<file path="config.mk">
export PLATFORM = sky130hd
export DESIGN_NAME = kagf_mul
export DESIGN_NICKNAME = d
export VERILOG_FILES = /design/src/rtl/core/kagf_pkg.sv /design/src/rtl/core/kagf_mul.sv
export SDC_FILE = /design/constraint.sdc
export NUM_CORES = 2
export LEC_CHECK = 0
export BUFFER_PORTS_ARGS = -buffer_cell sky130_fd_sc_hd__clkbuf_2
export CORE_ASPECT_RATIO = 0.9
export CORE_MARGIN = 1.5
export CORE_UTILIZATION = 28
export CTS_BUF_LIST = sky130_fd_sc_hd__clkbuf_4 sky130_fd_sc_hd__clkbuf_8 sky130_fd_sc_hd__clkbuf_16
export CTS_CLUSTER_SIZE = 40
export DETAILED_ROUTE_END_ITERATION = 10
export SYNTH_ARGS = -nofsm -noshare
export SYNTH_HDL_FRONTEND = slang
export SYNTH_SLANG_ARGS = --single-unit
</file>
<file path="constraint.sdc">
create_clock -name i_clk -period 7.47 [get_ports i_clk]
set_clock_uncertainty 0.1 [all_clocks]
set_input_delay 1.494 -clock i_clk [delete_from_list [all_inputs] [get_ports i_clk]]
set_output_delay 1.494 -clock i_clk [all_outputs]
set_load 0.02 [all_outputs]
</file>
<file path="src/rtl/core/kagf_pkg.sv">
`default_nettype none
package kagf_pkg;

    localparam int unsigned MUL_A_W   = 51;
    localparam int unsigned MUL_B_W   = 26;
    localparam int unsigned PROD_W    = MUL_A_W + MUL_B_W;
    localparam int unsigned MUL_LO_W  = 25;
    localparam int unsigned DIV_STEPS = 24;

    typedef logic signed [55:0]        t_wide;
    typedef logic signed [47:0]        t_cov;
    typedef logic signed [31:0]        t_ang;
    typedef logic signed [32:0]        t_innov;
    typedef logic signed [48:0]        t_innov_var;
    typedef logic signed [25:0]        t_gain;
    typedef logic signed [MUL_A_W-1:0] t_mul_a;
    typedef logic signed [MUL_B_W-1:0] t_mul_b;
    typedef logic signed [PROD_W-1:0]  t_prod;
    typedef logic [1:0]                t_cfg_idx;

    localparam t_cfg_idx REG_ANGLE_NOISE = 2'd0;
    localparam t_cfg_idx REG_BIAS_NOISE  = 2'd1;
    localparam t_cfg_idx REG_MEAS_NOISE  = 2'd2;

    localparam logic [23:0] ANGLE_NOISE_RST = 24'd167772;
    localparam logic [23:0] BIAS_NOISE_RST  = 24'd5033;
    localparam logic [23:0] MEAS_NOISE_RST  = 24'd167772;

    localparam t_wide ANG_MAX = 56'sd2147483647;
    localparam t_wide ANG_MIN = -56'sd2147483648;
    localparam t_wide COV_MAX = 56'sd140737488355327;
    localparam t_wide COV_MIN = -56'sd140737488355328;
    localparam t_gain GAIN_ONE = 26'sd16777216;

    function automatic t_ang sat_ang(input t_wide v);
        t_wide c;
        c = (v > ANG_MAX) ? ANG_MAX : ((v < ANG_MIN) ? ANG_MIN : v);
        return c[31:0];
    endfunction

    function automatic t_cov sat_cov(input t_wide v);
        t_wide c;
        c = (v > COV_MAX) ? COV_MAX : ((v < COV_MIN) ? COV_MIN : v);
        return c[47:0];
    endfunction

    // round half up of a q24 product
    function automatic t_wide round24(input t_prod p);
        t_prod t;
        t = p + t_prod'(77'sd8388608);
        return t_wide'($signed(t[PROD_W-1:24]));
    endfunction

endpackage
`default_nettype wire

</file>
<file path="src/rtl/core/kagf_mul.sv">
`default_nettype none
module kagf_mul (
    input  wire logic            i_clk,
    input  wire logic            i_rst_n,
    input  wire logic            i_start,
    input  wire kagf_pkg::t_mul_a i_a,
    input  wire kagf_pkg::t_mul_b i_b,
    output logic                 o_done,
    output kagf_pkg::t_prod      o_prod
);
    import kagf_pkg::*;

    logic [1:0]                  r_phase;
    logic                        r_done;
    t_mul_a                      r_a;
    t_mul_b                      r_b;
    logic signed [MUL_B_W*2-1:0] r_pp;
    t_prod                       r_acc;

    always_ff @(posedge i_clk) begin
        if (!i_rst_n) begin
            r_phase <= 2'd0;
            r_done  <= 1'b0;
        end else begin
            r_done <= !i_start && (r_phase == 2'd3);
            if (i_start) begin
                r_phase <= 2'd1;
            end else if (r_phase != 2'd0) begin
                r_phase <= r_phase + 2'd1;
            end
        end
    end

    // low partial product, then high partial product, then combine
    always_ff @(posedge i_clk) begin
        if (i_start) begin
            r_a <= i_a;
            r_b <= i_b;
        end
        case (r_phase)
            2'd1: r_pp <= $signed({1'b0, r_a[MUL_LO_W-1:0]}) * r_b;
            2'd2: begin
                r_acc <= t_prod'(r_pp);
                r_pp  <= $signed(r_a[MUL_A_W-1:MUL_LO_W]) * r_b;
            end
            2'd3: r_acc <= r_acc + (t_prod'(r_pp) <<< MUL_LO_W);
            default: ;
        endcase
    end

    assign o_done = r_done;
    assign o_prod = r_acc;

endmodule
`default_nettype wire

</file>
=== After elaboration in Yosys (flattened, before gate mapping) ===
Cells that the tools add are included.

* Flip-flop bits (word level): 209
* Bits of input ports: 80
* Output and inout port bits: 78
* Word-level logic and storage cells: 26

* Add/subtract/negate cells: 2
* $mul: 2
* Equality and inequality tests: 3
* Multiplexer cells: 4
* Bitwise gates (word level): 1
* Reductions and logical operators: 7

{| class="wikitable"
|+ Operator list
! kind !! number
|-
| 77-bit one-hot mux with 2 select lines || 1
|-
| 26-bit by 26-bit multiplier with 52-bit output || 2
|-
| 52-bit one-hot mux with 2 select lines || 1
|-
| 77-bit adder || 1
|-
| 2-bit nonzero test || 4
|-
| 2-bit == test (second input constant) || 2
|-
| 2-bit by 1-bit adder with 2-bit output (second input constant) || 1
|-
| 2-bit by 1-bit == test with 1-bit output (second input constant) || 1
|-
| 1-bit 2-to-1 mux || 2
|-
| 2-bit OR reduction || 1
|-
| 1-bit logical AND || 1
|-
| 1-bit logical NOT || 1
|-
| 1-bit inverter || 1
|}

=== Depth between registers and ports, before layout ===
* Depth after elaboration: 3
* Depth in mapped cells: 29

=== Worst setup path before layout ===
No wires, ideal clock.

* Path type: reg-to-reg
* From: register r_a[50]
* To: register r_pp[50], data pin
* Setup time: 0.270 ns
* Data arrival time: 7.176 ns
* Path slack: -0.076 ns
* Stages on the path, launching flop included: 27
* Buffers on the path: 2
* Period minus slack after synthesis: 7.546 ns
* Cell sequence: edfxtp_1 -> clkbuf_1 -> nand2_1 -> inv_1 -> fa_1 -> fa_1 -> inv_1 -> fa_1 -> inv_1 -> fa_1 -> fa_1 -> fa_1 -> inv_1 -> fa_1 -> inv_1 -> ha_1 -> buf_2 -> a21o_1 -> a21o_1 -> a21o_1 -> a2111oi_0 -> nor3_1 -> a2111oi_0 -> nor3_1 -> a311oi_1 -> xor2_1 -> mux2i_1

* Word-level cells in the longest chain between the ends: 2

{| class="wikitable"
|+ Ends and longest elaborated chain
! element !! line !! source
|-
| start, declared || kagf_mul.sv:15 || <nowiki>t_mul_a r_a;</nowiki>
|-
| start signal, assigned || kagf_mul.sv:37 || <nowiki>r_a <= i_a;</nowiki>
|-
| 26-bit by 26-bit multiplier with 52-bit output || kagf_mul.sv:44 || <nowiki>r_pp <= $signed(r_a[MUL_A_W-1:MUL_LO_W]) * r_b;</nowiki>
|-
| 52-bit one-hot mux with 2 select lines || kagf_mul.sv:40 || <nowiki>case (r_phase)</nowiki>
|-
| end signal, assigned || kagf_mul.sv:41 || <nowiki>2'd1: r_pp <= $signed({1'b0, r_a[MUL_LO_W-1:0]}) * r_b;</nowiki>
|-
| end signal, assigned || kagf_mul.sv:44 ||
|-
| end, declared || kagf_mul.sv:17 || <nowiki>logic signed [MUL_B_W*2-1:0] r_pp;</nowiki>
|}

No other way between the ends.
A chain may end at the register's enable or synchronous reset.

=== Worst setup path after layout ===
* From: register r_b[14]
* To: register r_pp[47], data pin

* Word-level cells in the longest chain between the ends: 2
* Elaborated cells on any way between the ends: 3
* Classes of those cells: mul: 2; mux: 1

{| class="wikitable"
|+ Ends and longest elaborated chain
! element !! line !! source
|-
| start, declared || kagf_mul.sv:16 || <nowiki>t_mul_b r_b;</nowiki>
|-
| start signal, assigned || kagf_mul.sv:38 || <nowiki>r_b <= i_b;</nowiki>
|-
| 26-bit by 26-bit multiplier with 52-bit output (on tied branches) || kagf_mul.sv:44, kagf_mul.sv:41 ||
|-
| 52-bit one-hot mux with 2 select lines (*) || kagf_mul.sv:40 ||
|}

Every way passes the cells marked *; elsewhere a longest branch is shown, timed or not.

==> impl_metrics.tcl <==
set metrics [dict create \
    syn2layout_area_growth_pct 17.6 \
    synthTopCellsByArea "fa_1, edfxtp_1, ha_1, inv_1, and2_1" \
    grt.total_usage_pct 17.0 \
    place_congestion 0.904 \
    yosysUniqueCellTypes 85 \
    period_minus_slack_ns 7.57 \
    cap_violations 0 \
    critPathLaunchType "flop" \
    slew-limit-headroom_pct 39.1 \
    crit_slowest_cell "fa_1" \
    grt_first_pass_wirelength_um 268000 \
    finalSetupViolCount 3 \
    slew_viol_final 0 \
    crit_fanout 5 \
    wire_per_inst_um 19.0 \
    rows 156 \
    utilization_pct 33.1 \
    drt_wl_total_um 173000 \
    final_cell_mix "inv_1, fa_1, nand2_1" \
    critPathRequiredTime_ns 7.70 \
    clock_latency_ns 0.64 \
    critPathKind "reg2reg" \
    vias 42100 \
    path_delay_family "adder cells" \
    cts_htree_levels 2 \
    yosysWarnings 0 \
    drtAntennaViolNets 0 \
    synth_top_area_share_pct 44.6 \
    core_um2 201000 \
    dieArea_um2 205000 \
    drive_above_1_share_pct 14.5 \
    place.port_buffers 157 \
    violations "setup timing" \
    place_hpwl_um 144000 \
    hold_class "reg2reg" \
    layout_commonest_cell "inv_1" \
    avgSynthCellArea_um2 9.43 \
    die_h_um 429 \
    clock.fmax_mhz 132 \
    grt_max_degree 68 \
    post_dp_cell_area_um2 63900 \
    synth-seq-cells 209 \
    fin_ws_ns -0.0997 \
    start_util_pct 28.2 \
    grt_antenna_before_repair 24 \
    cts_inserted_buffers 34 \
    grt_overflow 0 \
    fin_tns_setup_ns -0.184 \
    io_pins 158 \
    synthFlopType "edfxtp_1" \
    fin_area_um2 66500 \
    end_kind "flop" \
    tightest_slew_ns 0.913 \
    worst_path_largest_cell_delay_ns 0.60 \
    ys_async_sr_fraction_pct 0 \
    yosysTopAreaCell "fa_1" \
    grt_pass1_vias 45200 \
    cts.root.buffer_cell "clkbuf_16" \
    placed_cells 8991 \
    stdcell_count 9096 \
    die_w_um 477 \
    final_hold_viol_count 0 \
    clock_sinks 209 \
    critical_path_buf_inv_count 7 \
    ys_seq_area_share_pct 11.0 \
    viasPerCell 4.63 \
    cts_tree "done" \
    critical_path_arrival_ns 7.79 \
    worst-r2r-setup-slack_ns -0.1 \
    synth_area_um2 56500 \
    rsz0062_at_grt "true" \
    drt_iter0_drc 3016 \
    clk_path_buf_depth 3 \
    synth_edf_count 206 \
    period_share_pct 101 \
    first_pass_iters 6 \
    status "complete, but fails checks" \
    syn_inst 5994 \
    cp_common_cell "fa_1" \
    path_clk_slew_ns 0.06 \
    synth.net_count 7755 \
    fin_nets 8143 \
    drc 0 \
    hold_buffers 0 \
]
## worst reg2reg max path, delay by kind of cell, from the launching register on
family	cells	cell delay, ns
adder cells (fa/ha/maj)	8	3.85
AO/OA/AOI/OAI	5	1.13
buffers and inverters	7	0.71
AND/OR/NAND/NOR	4	0.68
flip-flops	1	0.49
XOR/XNOR	1	0.30
## routing by layer
layer / wire length (µm) / vias to the layer above / track usage (%)
met4: 5150 / 26 / 4.38
met1: 74400 / 21900 / 22.9
met5: 173 / - / 0
met2: 82800 / 1248 / 28.2
li1: - / 18700 / -
met3: 10700 / 257 / 2.56
## sequential cells by signal, indices dropped and copies added, names as in the netlist
signal and count:
r_a 51, o_prod 77, r_pp 52, r_phase 2
o_done 1, r_b 26
## what timing repair did
| item | in CTS | in global routing |
|---|---|---|
| setup buffers | 15 | 20 |
| pin swaps | 53 | 59 |
| cloned | 4 | 4 |
| endpoints found under the setup margin | 16 | 23 |
| gates resized for setup | 83 | 127 |
## cells in the mapped netlist (9+ instances only)
cell,instances
a211oi_1,22
a21o_1,75
a21oi_1,151
a31oi_1,13
and2_1,549
and3_1,13
clkbuf_1,279
edfxtp_1,206
fa_1,1261
ha_1,420
inv_1,1389
mux2_2,27
mux2i_1,9
nand2_1,842
nand2b_1,30
nand3_1,27
nand3b_1,9
nand4_1,20
nor2_1,122
nor2b_1,42
nor3_1,29
o21a_1,17
o21ai_0,110
o21ai_1,20
o21bai_1,22
o31ai_1,10
xnor2_1,88
xor2_1,54
## path summary, 6_finish.rpt
kind	startpoint	endpoint	depth (start not counted)
worst max-delay path	r_b[14]	r_pp[47]	25
worst min-delay path	r_pp[24]	o_prod[24]	1
worst max register to register	r_b[14]	r_pp[47]	25
worst min register to register	r_pp[24]	o_prod[24]	1
## cells by family after synthesis
group / after synthesis / share of synthesized area (%)
simple gates: 1712 / 14.6
buf+inv: 1683 / 11.3
fa+ha+maj: 1681 / 53.9
compound gates: 530 / 6.17
flops: 209 / 11.0
xor+xnor: 142 / 2.20
mux: 37 / 0.717
## per-stage QoR
step | hold slack (ns) | worst slack, ns
floorplan | 0.429 | 0.0147
global placement | 0.473 | -0.458
detailed placement | 0.480 | -0.502
CTS | 0.492 | -0.0645
global route | 0.535 | -0.290
finish | 0.491 | -0.0997
## layout make-up
class	instances	area [µm²]
fill	20600	134000
inverter	1389	5210
clock buffer	35	858
antenna	3	7.51
tap	2686	3360
timing repair buffer	646	5660
clock inverter	26	278
multi-input combinational	4102	44900
sequential	209	6250
Power is not shown: default switching activity piles up to over one toggle a cycle in this logic, so the estimate is an artifact.
