<file path="src/rtl/core/kagf_pkg.sv">
`default_nettype none
package kagf_pkg;

    localparam int unsigned MUL_A_W   = 51;
    localparam int unsigned MUL_B_W   = 26;
    localparam int unsigned PROD_W    = MUL_A_W + MUL_B_W;
    localparam int unsigned MUL_LO_W  = 25;
    localparam int unsigned DIV_STEPS = 24;

    typedef logic signed [55:0]        t_wide;
    typedef logic signed [47:0]        t_cov;
    typedef logic signed [31:0]        t_ang;
    typedef logic signed [32:0]        t_innov;
    typedef logic signed [48:0]        t_innov_var;
    typedef logic signed [25:0]        t_gain;
    typedef logic signed [MUL_A_W-1:0] t_mul_a;
    typedef logic signed [MUL_B_W-1:0] t_mul_b;
    typedef logic signed [PROD_W-1:0]  t_prod;
    typedef logic [1:0]                t_cfg_idx;

    localparam t_cfg_idx REG_ANGLE_NOISE = 2'd0;
    localparam t_cfg_idx REG_BIAS_NOISE  = 2'd1;
    localparam t_cfg_idx REG_MEAS_NOISE  = 2'd2;

    localparam logic [23:0] ANGLE_NOISE_RST = 24'd167772;
    localparam logic [23:0] BIAS_NOISE_RST  = 24'd5033;
    localparam logic [23:0] MEAS_NOISE_RST  = 24'd167772;

    localparam t_wide ANG_MAX = 56'sd2147483647;
    localparam t_wide ANG_MIN = -56'sd2147483648;
    localparam t_wide COV_MAX = 56'sd140737488355327;
    localparam t_wide COV_MIN = -56'sd140737488355328;
    localparam t_gain GAIN_ONE = 26'sd16777216;

    function automatic t_ang sat_ang(input t_wide v);
        t_wide c;
        c = (v > ANG_MAX) ? ANG_MAX : ((v < ANG_MIN) ? ANG_MIN : v);
        return c[31:0];
    endfunction

    function automatic t_cov sat_cov(input t_wide v);
        t_wide c;
        c = (v > COV_MAX) ? COV_MAX : ((v < COV_MIN) ? COV_MIN : v);
        return c[47:0];
    endfunction

    // round half up of a q24 product
    function automatic t_wide round24(input t_prod p);
        t_prod t;
        t = p + t_prod'(77'sd8388608);
        return t_wide'($signed(t[PROD_W-1:24]));
    endfunction

endpackage
`default_nettype wire

</file>
<file path="src/rtl/core/kagf_div.sv">
`default_nettype none
module kagf_div (
    input  wire logic                i_clk,
    input  wire logic                i_rst_n,
    input  wire logic                i_start,
    input  wire kagf_pkg::t_cov      i_num,
    input  wire kagf_pkg::t_innov_var i_den,
    output logic                     o_done,
    output kagf_pkg::t_gain          o_gain
);
    import kagf_pkg::*;

    logic        r_busy;
    logic        r_first;
    logic        r_done;
    logic [4:0]  r_cnt;
    logic        r_neg;
    logic [47:0] r_num;
    logic [48:0] r_den;
    logic [49:0] r_rem;
    logic [23:0] r_q;
    t_gain       r_gain;

    logic [49:0] w_shift;
    logic        w_ge;
    logic [23:0] w_q_nx;
    t_gain       w_mag;
    logic        w_fin;

    assign w_shift = {r_rem[48:0], 1'b0};
    assign w_ge    = w_shift >= {1'b0, r_den};
    assign w_q_nx  = {r_q[22:0], w_ge};
    assign w_mag   = t_gain'({2'b00, w_q_nx});
    assign w_fin   = r_busy && (r_first ? (r_den == '0 || {1'b0, r_num} >= r_den)
                                        : (r_cnt == 5'(DIV_STEPS - 1)));

    always_ff @(posedge i_clk) begin
        if (!i_rst_n) begin
            r_busy <= 1'b0;
            r_done <= 1'b0;
        end else begin
            r_done <= !i_start && w_fin;
            if (i_start) begin
                r_busy <= 1'b1;
            end else if (w_fin) begin
                r_busy <= 1'b0;
            end
        end
    end

    always_ff @(posedge i_clk) begin
        if (i_start) begin
            r_first <= 1'b1;
            r_neg   <= i_num[47] != i_den[48];
            r_num   <= i_num[47] ? (~i_num + 48'd1) : i_num;
            r_den   <= i_den[48] ? (~i_den + 49'd1) : i_den;
        end else if (r_busy) begin
            if (r_first) begin
                r_first <= 1'b0;
                r_rem   <= {2'b00, r_num};
                r_q     <= '0;
                r_cnt   <= '0;
                if (r_den == '0) begin
                    r_gain <= '0;
                end else if ({1'b0, r_num} >= r_den) begin
                    r_gain <= r_neg ? -GAIN_ONE : GAIN_ONE;
                end
            end else begin
                r_rem  <= w_ge ? (w_shift - {1'b0, r_den}) : w_shift;
                r_q    <= w_q_nx;
                r_cnt  <= r_cnt + 5'd1;
                r_gain <= r_neg ? -w_mag : w_mag;
            end
        end
    end

    assign o_done = r_done;
    assign o_gain = r_gain;

endmodule
`default_nettype wire

</file>
<file path="config.mk">
export PLATFORM = sky130hd
export DESIGN_NAME = kagf_div
export DESIGN_NICKNAME = d
export VERILOG_FILES = /design/src/rtl/core/kagf_pkg.sv /design/src/rtl/core/kagf_div.sv
export SDC_FILE = /design/constraint.sdc
export NUM_CORES = 1
export LEC_CHECK = 0
export ABC_AREA = 1
export CAP_MARGIN = 20
export CORE_UTILIZATION = 54
export CTS_CLUSTER_DIAMETER = 100
export CTS_CLUSTER_SIZE = 30
export DETAILED_ROUTE_END_ITERATION = 10
export DONT_BUFFER_PORTS = 1
export PLACE_DENSITY_LB_ADDON = 0.08
export SLEW_MARGIN = 25
export SYNTH_ARGS = -nofsm -noshare
export SYNTH_HDL_FRONTEND = slang
export SYNTH_SLANG_ARGS = --single-unit
export TNS_END_PERCENT = 20
</file>
<file path="constraint.sdc">
create_clock -name i_clk -period 7.9 [get_ports i_clk]
set_clock_uncertainty 0.15 [all_clocks]
set_input_delay 1.58 -clock i_clk [delete_from_list [all_inputs] [get_ports i_clk]]
set_output_delay 1.58 -clock i_clk [all_outputs]
set_load 0.05 [all_outputs]
</file>
== Yosys cells after proc, flatten, opt, wreduce, memory -nomap -nowiden ==
Index checks and enable logic that the tools add are counted.

* Bits in registers: 204
* Output and inout port bits: 27
* Word-level logic and storage cells: 46

* Magnitude comparators: 2
* $add $sub $neg: 5
* Reductions and logical operators: 8
* Bitwise gates (word level): 3
* Mux-type cells: 12
* Equal/unequal tests: 3

{| class="wikitable"
|+ Operator list
! operator !! number
|-
| $mux 26 || 5
|-
| $mux 48 || 2
|-
| $ge 50x49->1 || 1
|-
| $add 49x1->49 const B || 1
|-
| $ge 48x49->1 || 1
|-
| $logic_not 49->1 || 1
|-
| $mux 49 || 1
|-
| $not 49->49 || 1
|-
| $sub 49x49->49 || 1
|-
| $add 48x1->48 const B || 1
|-
| $not 48->48 || 1
|-
| $mux 47 || 1
|-
| $neg 24->26 || 1
|-
| $add 5x1->5 const B || 1
|-
| $eq 5x5->1 const B || 1
|-
| $mux 1 || 3
|-
| $ne 3x1->1 const B || 1
|-
| $reduce_and 3->1 || 1
|-
| $logic_and 1x1->1 || 2
|-
| $reduce_and 2->1 || 1
|-
| $reduce_bool 2->1 || 1
|-
| $logic_not 1->1 || 1
|-
| $logic_or 1x1->1 || 1
|-
| $ne 1x1->1 || 1
|-
| $not 1->1 || 1
|}

== Depth between registers and ports, before layout ==
Gate-level depths: netlist (run 1).

* Depth in word-level cells: 6
* Mapped depth: 25

== Worst setup path after synthesis (run 1) ==
OpenSTA, ideal clock, no wires.

* Kind: input to register
* From: in i_start
* To: reg r_cnt[0] (enable)
* Setup slack: 2,456 ps
* Path buffers: 0
* Arrival: 4,781 ps
* Setup time: 513 ps
* Cell stages on the path: 1
* Path through: nor2_1

* Cells in the longest elaborated chain, start to end: 2

{| class="wikitable"
|+ RTL lines
! element !! RTL line !! source
|-
| from (decl) || kagf_div.sv:5 || <nowiki>input wire logic i_start,</nowiki>
|-
| $not 1->1 (no source line) || - ||
|-
| $reduce_and 2->1 (no source line) || - ||
|-
| to (signal assigned) || kagf_div.sv:71 || <nowiki>r_cnt <= r_cnt + 5'd1;</nowiki>
|-
| to (decl) || kagf_div.sv:16 || <nowiki>logic [4:0] r_cnt;</nowiki>
|}

Every way passes these cells.
A chain may end at the register's enable or synchronous reset.

== Worst setup path in the final report (run 1) ==
* From: reg r_den[13]
* To: reg r_gain[24], in the netlist o_gain[24], data pin

* Cells in the longest elaborated chain, start to end: 4
* Elaborated cells on any way between the ends: 6

{| class="wikitable"
|+ RTL lines
! element !! RTL line !! source
|-
| from (decl) || kagf_div.sv:19 || <nowiki>logic [48:0] r_den;</nowiki>
|-
| from (signal assigned) || kagf_div.sv:56 || <nowiki>r_den <= i_den[48] ? (~i_den + 49'd1) : i_den;</nowiki>
|-
| $ge 50x49->1 || kagf_div.sv:31 || <nowiki>assign w_ge = w_shift >= {1'b0, r_den};</nowiki>
|-
| $neg 24->26 || kagf_div.sv:72 || <nowiki>r_gain <= r_neg ? -w_mag : w_mag;</nowiki>
|-
| $mux 26 || kagf_div.sv:72 ||
|-
| $mux 26 * || kagf_div.sv:58 || <nowiki>if (r_first) begin</nowiki>
|-
| to (signal assigned) || kagf_div.sv:66 || <nowiki>r_gain <= r_neg ? -GAIN_ONE : GAIN_ONE;</nowiki>
|-
| to (signal assigned) || kagf_div.sv:72 ||
|-
| to (decl) || kagf_div.sv:22 || <nowiki>t_gain r_gain;</nowiki>
|}

Mark *: on every way between the ends. The rest lies on a longest branch, timed or not.

==> results of run 1 <==
==> routing by layer <==
metal	vias to the layer above	share of wire (%)
met2	589	41
met4	0	1.7
met3	51	9.5
met1	6479	48
li1	6842	-
met5	-	0
==> power groups by stage <==
stage / Clock, mW / Combinational [mW] / Sequential [mW]
3_3_place_gp: 0 / 0.861 / 1.39
6_report: 0.632 / 0.895 / 1.37
2_1_floorplan: 0 / 0.642 / 1.37
4_1_cts: 0.638 / 0.876 / 1.36
5_1_grt: 0.670 / 0.996 / 1.37
3_5_place_dp: 0 / 0.869 / 1.39
==> cells by family (layout without fill, tap and decap cells) <==
group / after synthesis / count (layout)
AND/OR/NAND/NOR: 972 / 972
buffers and inverters: 335 / 320
AO/OA/AOI/OAI: 334 / 334
flip-flops: 204 / 204
XOR/XNOR: 120 / 120
adder cells (fa/ha/maj): 103 / 103
==> Yosys cell counts, types with 27 or more instances <==
master	n	share of area (%)
nor3_1	47	1.5
ha_1	102	8.1
nor2_1	253	6.0
nand3_1	87	2.8
xnor2_1	38	2.1
o21ai_1	57	1.8
a21oi_1	133	4.2
o21ai_0	92	2.9
nor4_1	27	1.1
nand2_1	475	11
inv_1	285	6.8
xor2_1	82	4.6
edfxtp_1	201	38
nand4_1	47	1.9
==> worst min-delay path by stage <==
stage / cells after the start / startpoint / to
2_1_floorplan: 1 / r_busy / r_first
3_3_place_gp: 1 / r_busy / r_first
3_5_place_dp: 1 / r_busy / r_first
4_1_cts: 1 / r_busy / r_first
5_1_grt: 1 / r_busy / r_first
6_report: 1 / r_busy / r_first
==> area by class of cell <==
class | count | area [µm²]
clock buffers | 12 | 279
clock inverters | 5 | 45.0
fillers | 2718 | 12300
inverters | 296 | 1110
multi-input cells | 1529 | 8310
flip-flops and latches | 204 | 6100
well taps | 384 | 480
repair buffers | 7 | 52.6
==> state kept, by name (all words and copies together) (netlist names), 5 cells and up <==
signal / count
r_den: 49
r_rem: 49
r_num: 48
o_gain: 26
r_q: 23
r_cnt: 5
==> metrics by stage <==
| stage | total power [mW] | area [µm²] | util (%) | setup WS [ns] |
|---|---|---|---|---|
| after global placement | 2.25 | 16000 | 56.1 | 3.48 |
| after floorplan | 2.01 | 15700 | - | 2.46 |
| after global routing | 3.04 | 16400 | 57.2 | 2.92 |
| after CTS | 2.88 | 16400 | 57.2 | 3.40 |
| after detailed placement | 2.26 | 16000 | 56.1 | 3.42 |
| final | 2.89 | 16400 | 57.2 | 3.26 |
==> flow_summary_export.csv, run 1 <==
group,metric,value,unit
outcome,status,"complete, no violations",
critical_path,cp_max_fo,25,
critical_path,slowest_delay,0.55,ns
global_route,grt_max_degree,101,
critical_path,crit_family,"simple AND/OR/NAND/NOR gates",
min_path,holdCritPathClass,"reg2reg",
cts,cts_tree,"done",
critical_path,reg2reg_to,"o_gain[24]",
critical_path,crit_slowest_cell,"nor2_4",
sta,min_period,4.64,ns
critical_path,critical_path.endpoint,"o_gain[24]",
global_route,track_usage,31.9,%
place,globalplace.congestion,1.04,
detailed_routing,vias,13961,
sta,rsz0062_at_grt,"false",
detailed_routing,drc_errors,0,
floorplanning,core,0.0286,mm²
sta,holdWs,0.349,ns
yosys,synth_top_family_by_area,"simple AND/OR/NAND/NOR gates",
detailed_routing,firstDrtPassIters,5,
power_and_ir_drop,p_leak,7.09,nW
critical_path,path_common_cell,"inv_1",
global_route,grt_util_met3,5.04,%
cts,cts_root_buffer,"clkbuf_16",
yosys,yosys.area_share.xor_xnor,6.69,%
global_route,first_global_vias,13160,
yosys,synth_cells,2068,
global_route,grt_use_met2,47.1,%
detailed_routing,drt_wl_total,47.6,mm
flow_run,cap_violations,0,
critical_path,worstSetupPathType,"reg2reg",
yosys,synth_ff_type,"edfxtp_1",
cts,cts_setup_buffers,0,
floorplanning,die_w,173,µm
critical_path,crit_buf_inv,5,
power_and_ir_drop,p_int,1.85,mW
sta,relSlewSlack,37.6,%
power_and_ir_drop,power_frac_seq,47.2,%
detailed_routing,drtIter0Drc,1656,
global_route,overflow,0,
power_and_ir_drop,power.density,177,mW/mm²
final_layout,area_growth,4.28,%
floorplanning,ios,127,
yosys,synth_nets,2271,
yosys,ys_seq_area_share,38.8,%
critical_path,end_kind,"flop",
cts,htree_levels,1,
final_layout,final_cells,2437,
sta,drv_slew,0,
critical_path,worst-r2r-setup-slack,3.26,ns
sta,setup_tns,0,ns
critical_path,cp_cell_sequence,"inv_1, ha_1, a21oi_1, nand2_1, a21oi_2, nand3_2, nand2_2, inv_1, nor2_4, ha_1, inv_1, nor2_1, inv_1, nor4_1, nand3_1, inv_1, nand4_1, o31ai_1, nand2_1",
detailed_routing,wl_per_cell,19.5,µm
power_and_ir_drop,ir_drop,0.119,mV
cts,cts_buffers,11,
yosys,synth-simple-area-share,26.4,%
cts,cts-resized-gates,0,
detailed_routing,via_per_inst,5.73,
power_and_ir_drop,clkPwrFrac,21.8,%
yosys,synth_compound_gate_area_share,11.5,%
yosys,ys_types,46,
sta,fin_crit_sh,58.7,%
place,port-buffer-count,0,
cts,clockBufferDepth,3,
floorplanning,start_util,54.9,%
global_route,antenna_found_initial,0,
yosys,synth_fa_ha_area_share,8.26,%
cts,postCtsHoldBufs,0,
critical_path,worstPathArrival,4.74,ns
critical_path,reg2regPathDepth,19,
power_and_ir_drop,p_comb_share,31.0,%
floorplanning,die-area,0.0298,mm²
critical_path,reg2reg_from,"r_den[13]",
cts,clk_pin_slew,0.12,ns
yosys,synth.area.mux_share,0,%
cts,cts.sinks,204,
final_layout,finalNetCount,2252,
sta,max_slew.worst_pin.slew,0.936,ns
final_layout,drive_gt1_share,3.51,%
yosys,synth_edf_count,201,
critical_path,required,8.00,ns
final_layout,n_antenna_cell,0,
global_route,grt_pass1_wl,73.6,mm
final_layout,final_common_cell,"nand2_1",
floorplanning,die_h,173,µm
power_and_ir_drop,power.switching,1.04,mW
critical_path,crit_start,"r_den[13]",
yosys,avgSynthCellArea,7.59,µm²
power_and_ir_drop,sw_frac_of_total,35.9,%
critical_path,path_depth,19,
place,place_hpwl,38.9,mm
sta,max_freq,215,MHz
critical_path,cp-start-kind,"flop",
yosys,synth-async-reset-ratio,0,%
final_layout,mostFrequentLayoutCells,"nand2_1 (475), inv_1 (285), nor2_1 (251), edfxtp_1 (201), a21oi_1 (133)",
yosys,ys_seq_elements,204,
global_route,grt-busiest-layer,"met1",
sta,finalSetupViolations,0,
cts,worst_skew_pair.late_latency,0.49,ns
yosys,mappedNetlistArea,0.0157,mm²
yosys,ys.warnings.count,0,
global_route,grtUsageMet1,49.4,%
detailed_routing,drtAntennaViolNets,0,
place,post-place-cells,2420,
sta,hold_viol_final,0,
floorplanning,fp-row-count,62,
Power figures use the tool's default switching activity.
==> inputs of run 2 (changes only) <==
clock period = 4 ns   (was 7.9 ns; I/O delays follow)
==> run 2 against run 1 <==
Net effect:
- first-iteration DRC count shrank 1.8%
- largest power group unchanged
- final area grew 1.3%
- core utilization grew 0.75 points
- highest routed layer unchanged
- clock power grew 120%
- via count shrank 0.49%
- global-route usage shrank 0.50 points
==> flow_summary_export.csv, run 2 (synthesis gave the netlist of run 1 again) <==
group,metric,value,unit
final_layout,n_antenna_cell,0,
sta,max_freq,269,MHz
final_layout,mostFrequentLayoutCells,"nand2_1 (475), inv_1 (282), nor2_1 (250), edfxtp_1 (201), a21oi_1 (131)",
final_layout,drive_gt1_share,4.41,%
cts,cts_tree,"done",
cts,cts_buffers,12,
critical_path,worstPathArrival,3.84,ns
final_layout,multi_input_area,0.00834,mm²
sta,finalSetupViolations,0,
cts,clockBufferDepth,3,
floorplanning,die_h,173,µm
place,post-place-cells,2429,
power_and_ir_drop,ir_drop,0.255,mV
floorplanning,start_util,54.9,%
detailed_routing,drt_wl_total,47.3,mm
global_route,antenna_found_initial,0,
cts,postCtsHoldBufs,0,
critical_path,cp-start-kind,"flop",
power_and_ir_drop,finalPower,5.90,mW
flow_run,cap_violations,0,
sta,drv_slew,0,
cts,cts.sinks,204,
place,place_ws,0.125,ns
global_route,track_usage,31.4,%
sta,max_slew.worst_pin.slew,0.845,ns
detailed_routing,via_per_inst,5.67,
floorplanning,ios,127,
detailed_routing,wl_per_cell,19.3,µm
place,port-buffer-count,0,
outcome,status,"complete, no violations",
final_layout,largestRegisters,"r_den (49), r_rem (49), r_num (48)",
detailed_routing,firstDrtPassIters,5,
power_and_ir_drop,power.density,356,mW/mm²
place,globalplace.congestion,1.01,
final_layout,final_cells,2449,
sta,setup_tns,0,ns
floorplanning,die_w,173,µm
min_path,holdCritPathClass,"in2reg",
floorplanning,core,0.0286,mm²
place,place_hpwl,38.6,mm
global_route,grt_pass1_wl,72.5,mm
final_layout,regArea,0.00610,mm²
final_layout,fill_cells,2731,
final_layout,area_growth,5.64,%
detailed_routing,drtAntennaViolNets,0,
critical_path,required,4.11,ns
cts,clk_pin_slew,0.12,ns
final_layout,finalNetCount,2262,
global_route,overflow,0,
detailed_routing,vias,13893,
cts,htree_levels,1,
sta,min_period,3.72,ns
floorplanning,die-area,0.0298,mm²
power_and_ir_drop,p_leak,7.18,nW
critical_path,worstSetupPathType,"reg2reg",
cts,worst_skew_pair.late_latency,0.50,ns
global_route,first_global_vias,13086,
global_route,grt_max_degree,101,
detailed_routing,drtIter0Drc,1626,
sta,rsz0062_at_grt,"false",
sta,fin_crit_sh,93.1,%
sta,hold_viol_final,0,
cts,cts_root_buffer,"clkbuf_16",
critical_path,end_kind,"flop",
detailed_routing,drc_errors,0,
floorplanning,fp-row-count,62,
sta,relSlewSlack,43.7,%
critical_path,cp_max_fo,4,
sta,setup_ws,0.276,ns
final_layout,final_common_cell,"nand2_1",
run 2: changes by cell type in the layout (fill, tap and decap cells not counted), sizes merged:
cell | before | now
clkbuf | 12 | 15
buf | 7 | 16
run 2: layout make-up:
type                       instances  share of cell area, %
multi-input combinational       1529                   50.3
tap                              384                   2.90
clock inverter                     5                  0.483
inverter                         296                   6.70
timing repair buffer              16                  0.875
clock buffer                      15                   2.01
sequential                       204                   36.8
run 2: routing by layer:
layer	vias to the layer above	track usage, %	wire length [µm]
met5	-	0	0
met4	0	7.22	1090
met3	66	5.92	4620
met2	583	45.6	19300
met1	6363	48.0	22300
li1	6881	-	-
run 2: path summary, 6_finish.rpt:
kind                      to  slack, ns       from  cells past startpoint
setup reg to reg  o_gain[22]       0.28  r_den[13]                     17
hold reg to reg      r_first       0.34     r_busy                      1
setup / recovery  o_gain[22]       0.28  r_den[13]                     17
hold / removal      r_den[0]       0.26   i_den[0]                      0
run 2: critical path, stage by stage, from the launching register on:
cell and delay, ns:
edfxtp_1 0.38, inv_1 0.20, ha_1 0.32, a21oi_1 0.22, nand2_1 0.12, a21oi_2 0.24, nand3_4 0.16, nand2_2 0.12
inv_1 0.07, nor2_4 0.19, ha_1 0.17, nand4_1 0.13, o31ai_1 0.29, nand2_1 0.19, nor2_2 0.19, o21ai_0 0.13
o21ai_0 0.17, a21oi_1 0.06
run 2: repair_timing:
| item | CTS | global route |
|---|---|---|
| endpoints found under the setup margin | 0 | 4 |
| resized for setup | 0 | 9 |
| buffers inserted | 0 | 0 |
run 2: stage by stage:
step	instance area [µm²]	util, %	hold WS (ns)
after global placement	16100	56.4	0.317
after floorplan	15700	-	0.299
final	16600	57.9	0.260
after detailed placement	16100	56.4	0.327
after global routing	16600	57.9	0.245
after CTS	16600	57.8	0.248
run 2: where the power goes:
| group | total (mW) | switching [mW] | internal [mW] |
|---|---|---|---|
| registers | 2.70 | 0.136 | 2.56 |
| clock network | 1.41 | 0.775 | 0.635 |
| logic | 1.79 | 1.20 | 0.587 |
| total | 5.90 | 2.11 | 3.79 |
